<file path="config.mk">
export PLATFORM = sky130hd
export DESIGN_NAME = flat_json_string_object_tokenizer
export DESIGN_NICKNAME = d
export VERILOG_FILES = /design/src/hw/rtl/fjsot_pkg.sv /design/src/hw/rtl/fjsot_parser.sv /design/src/hw/rtl/fjsot_outbuf.sv /design/src/hw/rtl/flat_json_string_object_tokenizer.sv
export VERILOG_INCLUDE_DIRS = /design/src /design/src/hw/rtl
export SDC_FILE = /design/constraint.sdc
export NUM_CORES = 1
export LEC_CHECK = 0
export BUFFER_PORTS_ARGS = -buffer_cell sky130_fd_sc_hd__buf_2
export CAP_MARGIN = 20
export CORE_MARGIN = 10
export CORE_UTILIZATION = 47
export CTS_BUF_LIST = sky130_fd_sc_hd__clkbuf_4 sky130_fd_sc_hd__clkbuf_8 sky130_fd_sc_hd__clkbuf_16
export CTS_CLUSTER_DIAMETER = 200
export CTS_CLUSTER_SIZE = 25
export DETAILED_ROUTE_END_ITERATION = 6
export HOLD_SLACK_MARGIN = 0.03
export PLACE_DENSITY = 0.71
export SLEW_MARGIN = 30
export SYNTH_ARGS = -nofsm -noshare
export SYNTH_HDL_FRONTEND = slang
export SYNTH_SLANG_ARGS = --single-unit
</file>
<file path="constraint.sdc">
create_clock -name i_clk -period 7.2 [get_ports i_clk]
set_clock_uncertainty 0.15 [all_clocks]
set_input_delay 1.08 -clock i_clk [delete_from_list [all_inputs] [get_ports i_clk]]
set_output_delay 1.08 -clock i_clk [all_outputs]
set_load 0.03 [all_outputs]
</file>
<file path="src/hw/rtl/flat_json_string_object_tokenizer_assert.svh">
// ----------------------------------------------------------------------------
// Assertion macros for the JSON object tokenizer
// Immediate-consequence and next-cycle checks, clocked on i_clk.
// ----------------------------------------------------------------------------
`ifndef FLAT_JSON_STRING_OBJECT_TOKENIZER_ASSERT_SVH
`define FLAT_JSON_STRING_OBJECT_TOKENIZER_ASSERT_SVH

// same-cycle implication, disabled in reset
`define FJSOT_ASSERT_NOW(lbl, ante, cons, msg) \
    lbl: assert property (@(posedge i_clk) disable iff (!i_rst_n) (ante) |-> (cons)) \
        else $error(msg);

// next-cycle implication, disabled in reset
`define FJSOT_ASSERT_NEXT(lbl, ante, cons, msg) \
    lbl: assert property (@(posedge i_clk) disable iff (!i_rst_n) (ante) |=> (cons)) \
        else $error(msg);

`endif

</file>
<file path="src/hw/rtl/fjsot_pkg.sv">
// ----------------------------------------------------------------------------
// fjsot_pkg
// Types, character codes and helpers shared by the JSON tokenizer modules.
// ----------------------------------------------------------------------------
package fjsot_pkg;

    localparam logic [7:0] C_LBRACE    = 8'h7B;
    localparam logic [7:0] C_RBRACE    = 8'h7D;
    localparam logic [7:0] C_COLON     = 8'h3A;
    localparam logic [7:0] C_COMMA     = 8'h2C;
    localparam logic [7:0] C_QUOTE     = 8'h22;
    localparam logic [7:0] C_BACKSLASH = 8'h5C;
    localparam logic [7:0] C_LOWER_N   = 8'h6E;
    localparam logic [7:0] C_LOWER_T   = 8'h74;
    localparam logic [7:0] C_LOWER_R   = 8'h72;
    localparam logic [7:0] C_SPACE     = 8'h20;
    localparam logic [7:0] C_TAB       = 8'h09;
    localparam logic [7:0] C_LF        = 8'h0A;
    localparam logic [7:0] C_CR        = 8'h0D;

    typedef enum logic [3:0] {
        PH_SEEK     = 4'd0,
        PH_OBJ      = 4'd1,
        PH_KEY      = 4'd2,
        PH_KEY_ESC  = 4'd3,
        PH_COLON    = 4'd4,
        PH_VALSTART = 4'd5,
        PH_VAL      = 4'd6,
        PH_VAL_ESC  = 4'd7,
        PH_AFTERVAL = 4'd8,
        PH_DONE     = 4'd9,
        PH_NOTOBJ   = 4'd10,
        PH_BAD      = 4'd11
    } t_phase;

    typedef enum logic [1:0] {
        ST_OK     = 2'd0,
        ST_NOTOBJ = 2'd1,
        ST_BAD    = 2'd2
    } t_status;

    typedef struct packed {
        logic [7:0] data_byte;
        logic       is_last;
    } t_in_item;

    typedef struct packed {
        logic       char_valid;
        logic [7:0] char_byte;
        logic       in_key;
        logic       string_end;
        logic       object_end;
        logic       status_valid;
        t_status    status;
    } t_out_item;

    function automatic logic is_ws(input logic [7:0] c);
        return (c == C_SPACE) || ((c >= C_TAB) && (c <= C_CR));
    endfunction

    function automatic logic [7:0] unescape(input logic [7:0] c);
        logic [7:0] r;
        r = c;
        if (c == C_LOWER_N) r = C_LF;
        else if (c == C_LOWER_T) r = C_TAB;
        else if (c == C_LOWER_R) r = C_CR;
        return r;
    endfunction

endpackage

</file>
<file path="src/hw/rtl/fjsot_parser.sv">
// ----------------------------------------------------------------------------
// fjsot_parser
// Phase register and per-byte transition logic; produces one result per item.
// ----------------------------------------------------------------------------
module fjsot_parser (
    input  logic                 i_clk,
    input  logic                 i_rst_n,
    input  logic                 i_accept,
    input  fjsot_pkg::t_in_item  i_item,
    output fjsot_pkg::t_out_item o_result,
    output fjsot_pkg::t_phase    o_phase
);

    fjsot_pkg::t_phase    r_phase;
    fjsot_pkg::t_phase    n_phase;
    fjsot_pkg::t_phase    w_ph;
    fjsot_pkg::t_out_item w_res;
    logic [7:0]           w_c;

    assign w_c = i_item.data_byte;

    always_ff @(posedge i_clk) begin
        if (!i_rst_n) begin
            r_phase <= fjsot_pkg::PH_SEEK;
        end else if (i_accept) begin
            r_phase <= n_phase;
        end
    end

    always_comb begin
        w_ph  = r_phase;
        w_res = '0;
        unique case (r_phase)
            fjsot_pkg::PH_SEEK: begin
                if (w_c == fjsot_pkg::C_LBRACE) w_ph = fjsot_pkg::PH_OBJ;
                else if (!fjsot_pkg::is_ws(w_c)) w_ph = fjsot_pkg::PH_NOTOBJ;
            end
            fjsot_pkg::PH_OBJ: begin
                if (w_c == fjsot_pkg::C_RBRACE) begin
                    w_ph             = fjsot_pkg::PH_DONE;
                    w_res.object_end = 1'b1;
                end else if (w_c == fjsot_pkg::C_QUOTE) begin
                    w_ph = fjsot_pkg::PH_KEY;
                end else if (!fjsot_pkg::is_ws(w_c)) begin
                    w_ph = fjsot_pkg::PH_BAD;
                end
            end
            fjsot_pkg::PH_KEY: begin
                w_res.in_key = 1'b1;
                if (w_c == fjsot_pkg::C_QUOTE) begin
                    w_res.string_end = 1'b1;
                    w_ph             = fjsot_pkg::PH_COLON;
                end else if (w_c == fjsot_pkg::C_BACKSLASH) begin
                    w_ph = fjsot_pkg::PH_KEY_ESC;
                end else begin
                    w_res.char_valid = 1'b1;
                    w_res.char_byte  = w_c;
                end
            end
            fjsot_pkg::PH_KEY_ESC: begin
                w_res.in_key     = 1'b1;
                w_res.char_valid = 1'b1;
                w_res.char_byte  = fjsot_pkg::unescape(w_c);
                w_ph             = fjsot_pkg::PH_KEY;
            end
            fjsot_pkg::PH_COLON: begin
                if (w_c == fjsot_pkg::C_COLON) w_ph = fjsot_pkg::PH_VALSTART;
                else if (!fjsot_pkg::is_ws(w_c)) w_ph = fjsot_pkg::PH_BAD;
            end
            fjsot_pkg::PH_VALSTART: begin
                if (w_c == fjsot_pkg::C_QUOTE) w_ph = fjsot_pkg::PH_VAL;
                else if (!fjsot_pkg::is_ws(w_c)) w_ph = fjsot_pkg::PH_BAD;
            end
            fjsot_pkg::PH_VAL: begin
                if (w_c == fjsot_pkg::C_QUOTE) begin
                    w_res.string_end = 1'b1;
                    w_ph             = fjsot_pkg::PH_AFTERVAL;
                end else if (w_c == fjsot_pkg::C_BACKSLASH) begin
                    w_ph = fjsot_pkg::PH_VAL_ESC;
                end else begin
                    w_res.char_valid = 1'b1;
                    w_res.char_byte  = w_c;
                end
            end
            fjsot_pkg::PH_VAL_ESC: begin
                w_res.char_valid = 1'b1;
                w_res.char_byte  = fjsot_pkg::unescape(w_c);
                w_ph             = fjsot_pkg::PH_VAL;
            end
            fjsot_pkg::PH_AFTERVAL: begin
                if (w_c == fjsot_pkg::C_COMMA) begin
                    w_ph = fjsot_pkg::PH_OBJ;
                end else if (w_c == fjsot_pkg::C_RBRACE) begin
                    w_ph             = fjsot_pkg::PH_DONE;
                    w_res.object_end = 1'b1;
                end else if (w_c == fjsot_pkg::C_QUOTE) begin
                    w_ph = fjsot_pkg::PH_KEY;
                end else if (!fjsot_pkg::is_ws(w_c)) begin
                    w_ph = fjsot_pkg::PH_BAD;
                end
            end
            fjsot_pkg::PH_DONE,
            fjsot_pkg::PH_NOTOBJ: begin
                w_ph = r_phase;
            end
            default: begin
                w_ph = fjsot_pkg::PH_BAD;
            end
        endcase

        n_phase = w_ph;
        if (i_item.is_last) begin
            w_res.status_valid = 1'b1;
            priority if (w_ph == fjsot_pkg::PH_SEEK || w_ph == fjsot_pkg::PH_NOTOBJ) begin
                w_res.status = fjsot_pkg::ST_NOTOBJ;
            end else if (w_ph == fjsot_pkg::PH_OBJ || w_ph == fjsot_pkg::PH_AFTERVAL
                         || w_ph == fjsot_pkg::PH_DONE) begin
                w_res.status = fjsot_pkg::ST_OK;
            end else begin
                w_res.status = fjsot_pkg::ST_BAD;
            end
            n_phase = fjsot_pkg::PH_SEEK;
        end
    end

    assign o_result = w_res;
    assign o_phase  = r_phase;

endmodule

</file>
<file path="src/hw/rtl/fjsot_outbuf.sv">
// ----------------------------------------------------------------------------
// fjsot_outbuf
// Result register plus skid register; input ready comes from a flop.
// ----------------------------------------------------------------------------
module fjsot_outbuf (
    input  logic                 i_clk,
    input  logic                 i_rst_n,
    input  logic                 i_accept,
    input  fjsot_pkg::t_out_item i_result,
    output logic                 o_space,
    output logic                 o_valid,
    input  logic                 i_ready,
    output fjsot_pkg::t_out_item o_data
);

    logic                 r_out_valid;
    logic                 r_skid_valid;
    fjsot_pkg::t_out_item r_out;
    fjsot_pkg::t_out_item r_skid;
    logic                 n_out_valid;
    logic                 n_skid_valid;
    logic                 w_take;
    logic                 w_load_out;
    logic                 w_load_skid;
    logic                 w_pop_skid;

    assign w_take = r_out_valid & i_ready;

    always_comb begin
        n_out_valid  = r_out_valid;
        n_skid_valid = r_skid_valid;
        w_load_out   = 1'b0;
        w_load_skid  = 1'b0;
        w_pop_skid   = 1'b0;
        if (w_take) begin
            if (r_skid_valid) begin
                w_pop_skid   = 1'b1;
                n_skid_valid = 1'b0;
            end else if (i_accept) begin
                w_load_out = 1'b1;
            end else begin
                n_out_valid = 1'b0;
            end
        end else if (i_accept) begin
            if (!r_out_valid) begin
                w_load_out  = 1'b1;
                n_out_valid = 1'b1;
            end else begin
                w_load_skid  = 1'b1;
                n_skid_valid = 1'b1;
            end
        end
    end

    always_ff @(posedge i_clk) begin
        if (!i_rst_n) begin
            r_out_valid  <= 1'b0;
            r_skid_valid <= 1'b0;
        end else begin
            r_out_valid  <= n_out_valid;
            r_skid_valid <= n_skid_valid;
        end
    end

    always_ff @(posedge i_clk) begin
        if (w_pop_skid) begin
            r_out <= r_skid;
        end else if (w_load_out) begin
            r_out <= i_result;
        end
        if (w_load_skid) begin
            r_skid <= i_result;
        end
    end

    assign o_space = ~r_skid_valid;
    assign o_valid = r_out_valid;
    assign o_data  = r_out;

endmodule

</file>
<file path="src/hw/rtl/flat_json_string_object_tokenizer.sv">
// ----------------------------------------------------------------------------
// flat_json_string_object_tokenizer
// Streaming tokenizer for one flat JSON object of string keys and values.
//
//   channel  | dir | handshake          | payload
//   ---------+-----+--------------------+---------------------------
//   input    | in  | i_valid / o_ready  | i_data (fjsot_pkg::t_in_item)
//   result   | out | o_valid / i_ready  | o_data (fjsot_pkg::t_out_item)
//
// One byte per cycle while o_ready is high; each accepted item yields one registered result.
// The per-byte phase transition closes its loop through the phase register alone.
// A two-entry result buffer keeps o_ready high while one result waits.
// o_ready drops only when both result entries are full.
// Synchronous active-low reset returns the phase to seeking the opening brace.
// ----------------------------------------------------------------------------
`include "flat_json_string_object_tokenizer_assert.svh"

module flat_json_string_object_tokenizer (
    input  logic                 i_clk,
    input  logic                 i_rst_n,
    input  logic                 i_valid,
    output logic                 o_ready,
    input  fjsot_pkg::t_in_item  i_data,
    output logic                 o_valid,
    input  logic                 i_ready,
    output fjsot_pkg::t_out_item o_data
);

    logic                 w_accept;
    fjsot_pkg::t_out_item w_result;
    fjsot_pkg::t_phase    w_phase;

    assign w_accept = i_valid & o_ready;

    fjsot_parser u_parser (
        .i_clk    (i_clk),
        .i_rst_n  (i_rst_n),
        .i_accept (w_accept),
        .i_item   (i_data),
        .o_result (w_result),
        .o_phase  (w_phase)
    );

    fjsot_outbuf u_outbuf (
        .i_clk    (i_clk),
        .i_rst_n  (i_rst_n),
        .i_accept (w_accept),
        .i_result (w_result),
        .o_space  (o_ready),
        .o_valid  (o_valid),
        .i_ready  (i_ready),
        .o_data   (o_data)
    );

    `FJSOT_ASSERT_NEXT(a_last_resets_phase, w_accept && i_data.is_last, w_phase == fjsot_pkg::PH_SEEK, "phase not back to seek after last byte")
    `FJSOT_ASSERT_NOW(a_stall_means_full, !o_ready, o_valid, "input stalled with empty result register")
    `FJSOT_ASSERT_NOW(a_status_only_last, o_valid && !o_data.status_valid, o_data.status == fjsot_pkg::ST_OK, "status set without status_valid")
    `FJSOT_ASSERT_NOW(a_char_not_end, o_valid && o_data.char_valid, !o_data.string_end && !o_data.object_end, "character and end flag together")

endmodule

</file>
==> results.yml <==
die:
  io_pins: 30
  start_util_pct: 49.1
  rows: 24
  die-area_sq_um: 7730
  chipHeight_microns: 87.9
  core_area_sq_um: 4410
  fp.dieW_microns: 87.9
final_layout:
  layout.nets: 238
  area_growth_pct: 12.2
  regArea_sq_um: 1020
  layout_common_cells: "edfxtp_1, buf_2, nand2_1"
  multiInputGateArea_sq_um: 1080
  final_common_cell: "edfxtp_1"
  final_util_pct: 55.1
  drive_gt1_share_pct: 28.3
  instances_no_fill: 278
  n_antenna_cell: 0
  finalInstanceArea_sq_um: 2430
  fillCellCount: 388
grt:
  grt_util_met3_pct: 2.14
  grt_pass1_vias: 1483
  grt_pass1_wl_mm: 7.45
  met2_usage_pct: 16.4
  grt_overflow_total: 0
  grt_max_degree: 22
  grt_usage_pct: 11.9
  top_usage_layer: "met1"
  antenna_found_initial: 0
  met1_usage_pct: 17.3
yosys:
  ys.flop_type: "edfxtp_1"
  synth_edf_count: 30
  netlist_area_sq_um: 2170
  ys_ff_latch: 36
  yosysSeqAreaShare_pct: 47.1
  syn_inst: 203
  yosys-top-cells-area: "edfxtp_1, mux2_2, dfxtp_1, nor2b_1, nand2_1"
  syn_nets: 216
  async_reset_ff_share_pct: 0
  synth_warnings: 0
  ys_types: 61
  synth_top_area_share_pct: 41.5
  syn_avg_cell_area_sq_um: 10.7
  yosysTopAreaCell: "edfxtp_1"
run_status:
  status: "completed"
drt:
  drc: 0
  drt_iter0_drc: 87
  first_pass_iters: 4
  wl_per_cell_microns: 16.2
  postRouteAntennaNets: 0
  via_per_inst: 5.88
  finalWirelength_mm: 4.51
  vias: 1636
timing:
  slew_viol_final: 0
  setup_slack_ns: 4.12
  finalSetupViolCount: 0
  slew-limit-headroom_pct: 50.7
  finalCriticalPeriod_ns: 3.08
  post-route-period-util_pct: 42.8
  tightestPinTransition_ns: 0.739
  rsz0062_at_grt: "false"
  hold_ws_ns: 0.374
  timing.final.hold_violations: 0
  max_freq_mhz: 324
  setup_tns_ns: 0
critical_path:
  crit_chain: "buf_2, nor4bb_1, nand2_1, a32oi_1, o2111ai_2, nand2b_1, a21oi_2, a22oi_2"
  worstSetupPathType: "in2reg"
  critPathLaunch: "i_data[6]"
  cp_slowest_stage_delay_ns: 0.55
  r2r_cells: 7
  worstSetupEndpointType: "flop"
  crit_buf_inv: 1
  rr_startpoint: "u_parser.o_phase[0]"
  worstPathArrival_ns: 2.94
  cp_max_fo: 11
  endpoint: "u_outbuf.o_data[1]"
  cp_slowest_cell: "nor4bb_1"
  start_kind: "input port"
  path_delay_family: "simple AND/OR/NAND/NOR gates"
  r2r-end: "u_outbuf.o_data[0]"
  reg2reg_slack_ns: 4.24
  crit_cells: 8
  critPathRequiredTime_ns: 7.06
clock_tree:
  tritoncts: "built"
  ctsHoldBuffers: 0
  cts_buffer_depth: 2
  clock_latency_ns: 0.28
  cts-resized-gates: 0
  clock_sinks: 36
  root_buffer: "clkbuf_8"
  clkTransAtPathRegs_ns: 0.07
  h-tree-depth: 2
  post_cts_buffers: 0
  numCtsBuffers: 5
job:
  maxCapViolations: 0
placed_design:
  place_worst_setup_slack_ns: 3.86
  numPortBuffers: 29
  dp.cells: 270
  globalplace.congestion: 0.821
  postPlaceCellArea_sq_um: 2320
  dp_hpwl_mm: 3.28
power:
  total_power_mw: 0.508
  peakVddDrop_mv: 0.107
  p_leak_nw: 0.939
  p_per_area_nw_per_um2: 209
worst_hold_path:
  hp-class: "reg2reg"
## cells by family (layout without fill, tap and decap cells)
logic type / Yosys count / in the layout / synth area share, %
compound gates: 49 / 49 / 17.0
xor+xnor: 2 / 2 / 0.808
buf+inv: 17 / 40 / 3.69
flops: 36 / 36 / 47.1
mux: 11 / 11 / 5.71
simple gates: 88 / 88 / 25.7
## state kept, by name, indices dropped and copies added, names as in the netlist
| signal | cells |
|---|---|
| u_outbuf.o_data | 15 |
| u_outbuf.o_valid | 1 |
| u_outbuf.r_skid | 15 |
| u_outbuf.r_skid_valid | 1 |
| u_parser.o_phase | 4 |
## cells in the mapped netlist (all sizes together), types with 2 or more instances
cell type,number
a32oi,2
nor3b,3
o21ai,8
a211oi,3
nor2b,12
and2,4
nand2b,5
inv,3
nand2,17
nor4,2
clkbuf,7
mux2,11
or4b,2
a21o,5
o21a,4
nor4b,3
nand3,2
a22oi,6
and3,2
edfxtp,30
nand3b,3
a31oi,3
a21oi,7
nand4,2
dfxtp,6
o2111ai,2
or4,4
nor3,6
a21boi,2
and3b,2
nor2,12
buf,7
## area by class of cell
| type | instances | share of cell area (%) |
|---|---|---|
| clock buffers | 6 | 3.14 |
| clock inverters | 2 | 1.44 |
| inverters | 3 | 0.463 |
| multi-input cells | 150 | 44.3 |
| flip-flops and latches | 36 | 42.0 |
| well taps | 52 | 2.67 |
| repair buffers | 29 | 5.97 |
## worst min-delay path by stage
| stage | from | to | slack [ns] | cells after the start |
|---|---|---|---|---|
| finish | u_outbuf.r_skid[0] | u_outbuf.o_data[0] | 0.37 | 1 |
| global route | u_outbuf.r_skid[0] | u_outbuf.o_data[0] | 0.41 | 1 |
| CTS | u_outbuf.r_skid[0] | u_outbuf.o_data[0] | 0.38 | 1 |
| detailed placement | u_outbuf.r_skid[0] | u_outbuf.o_data[0] | 0.36 | 1 |
| global placement | u_outbuf.r_skid[2] | u_outbuf.o_data[2] | 0.35 | 2 |
| floorplan | u_outbuf.r_skid[2] | u_outbuf.o_data[2] | 0.34 | 2 |
## power by group
group / switching (mW) / internal [mW] / total [mW]
clock network: 0.0687 / 0.106 / 0.175
logic: 0.0555 / 0.0303 / 0.0858
registers: 0.00666 / 0.240 / 0.247
## routing by layer
metal	routed length, microns	vias to the layer above
met5	0	-
li1	-	815
met3	235	2
met1	2270	774
met4	47	0
met2	1950	45
## worst reg2reg max path, delay by kind of cell, from the launching register on
kind / cells / cell delay, ns
AOI/OAI and AO/OA: 4 / 0.88
DFF: 1 / 0.76
and+or+nand+nor: 2 / 0.72
xor gates and xnor gates: 1 / 0.20
No activity file was read; power rests on OpenSTA's default activity.
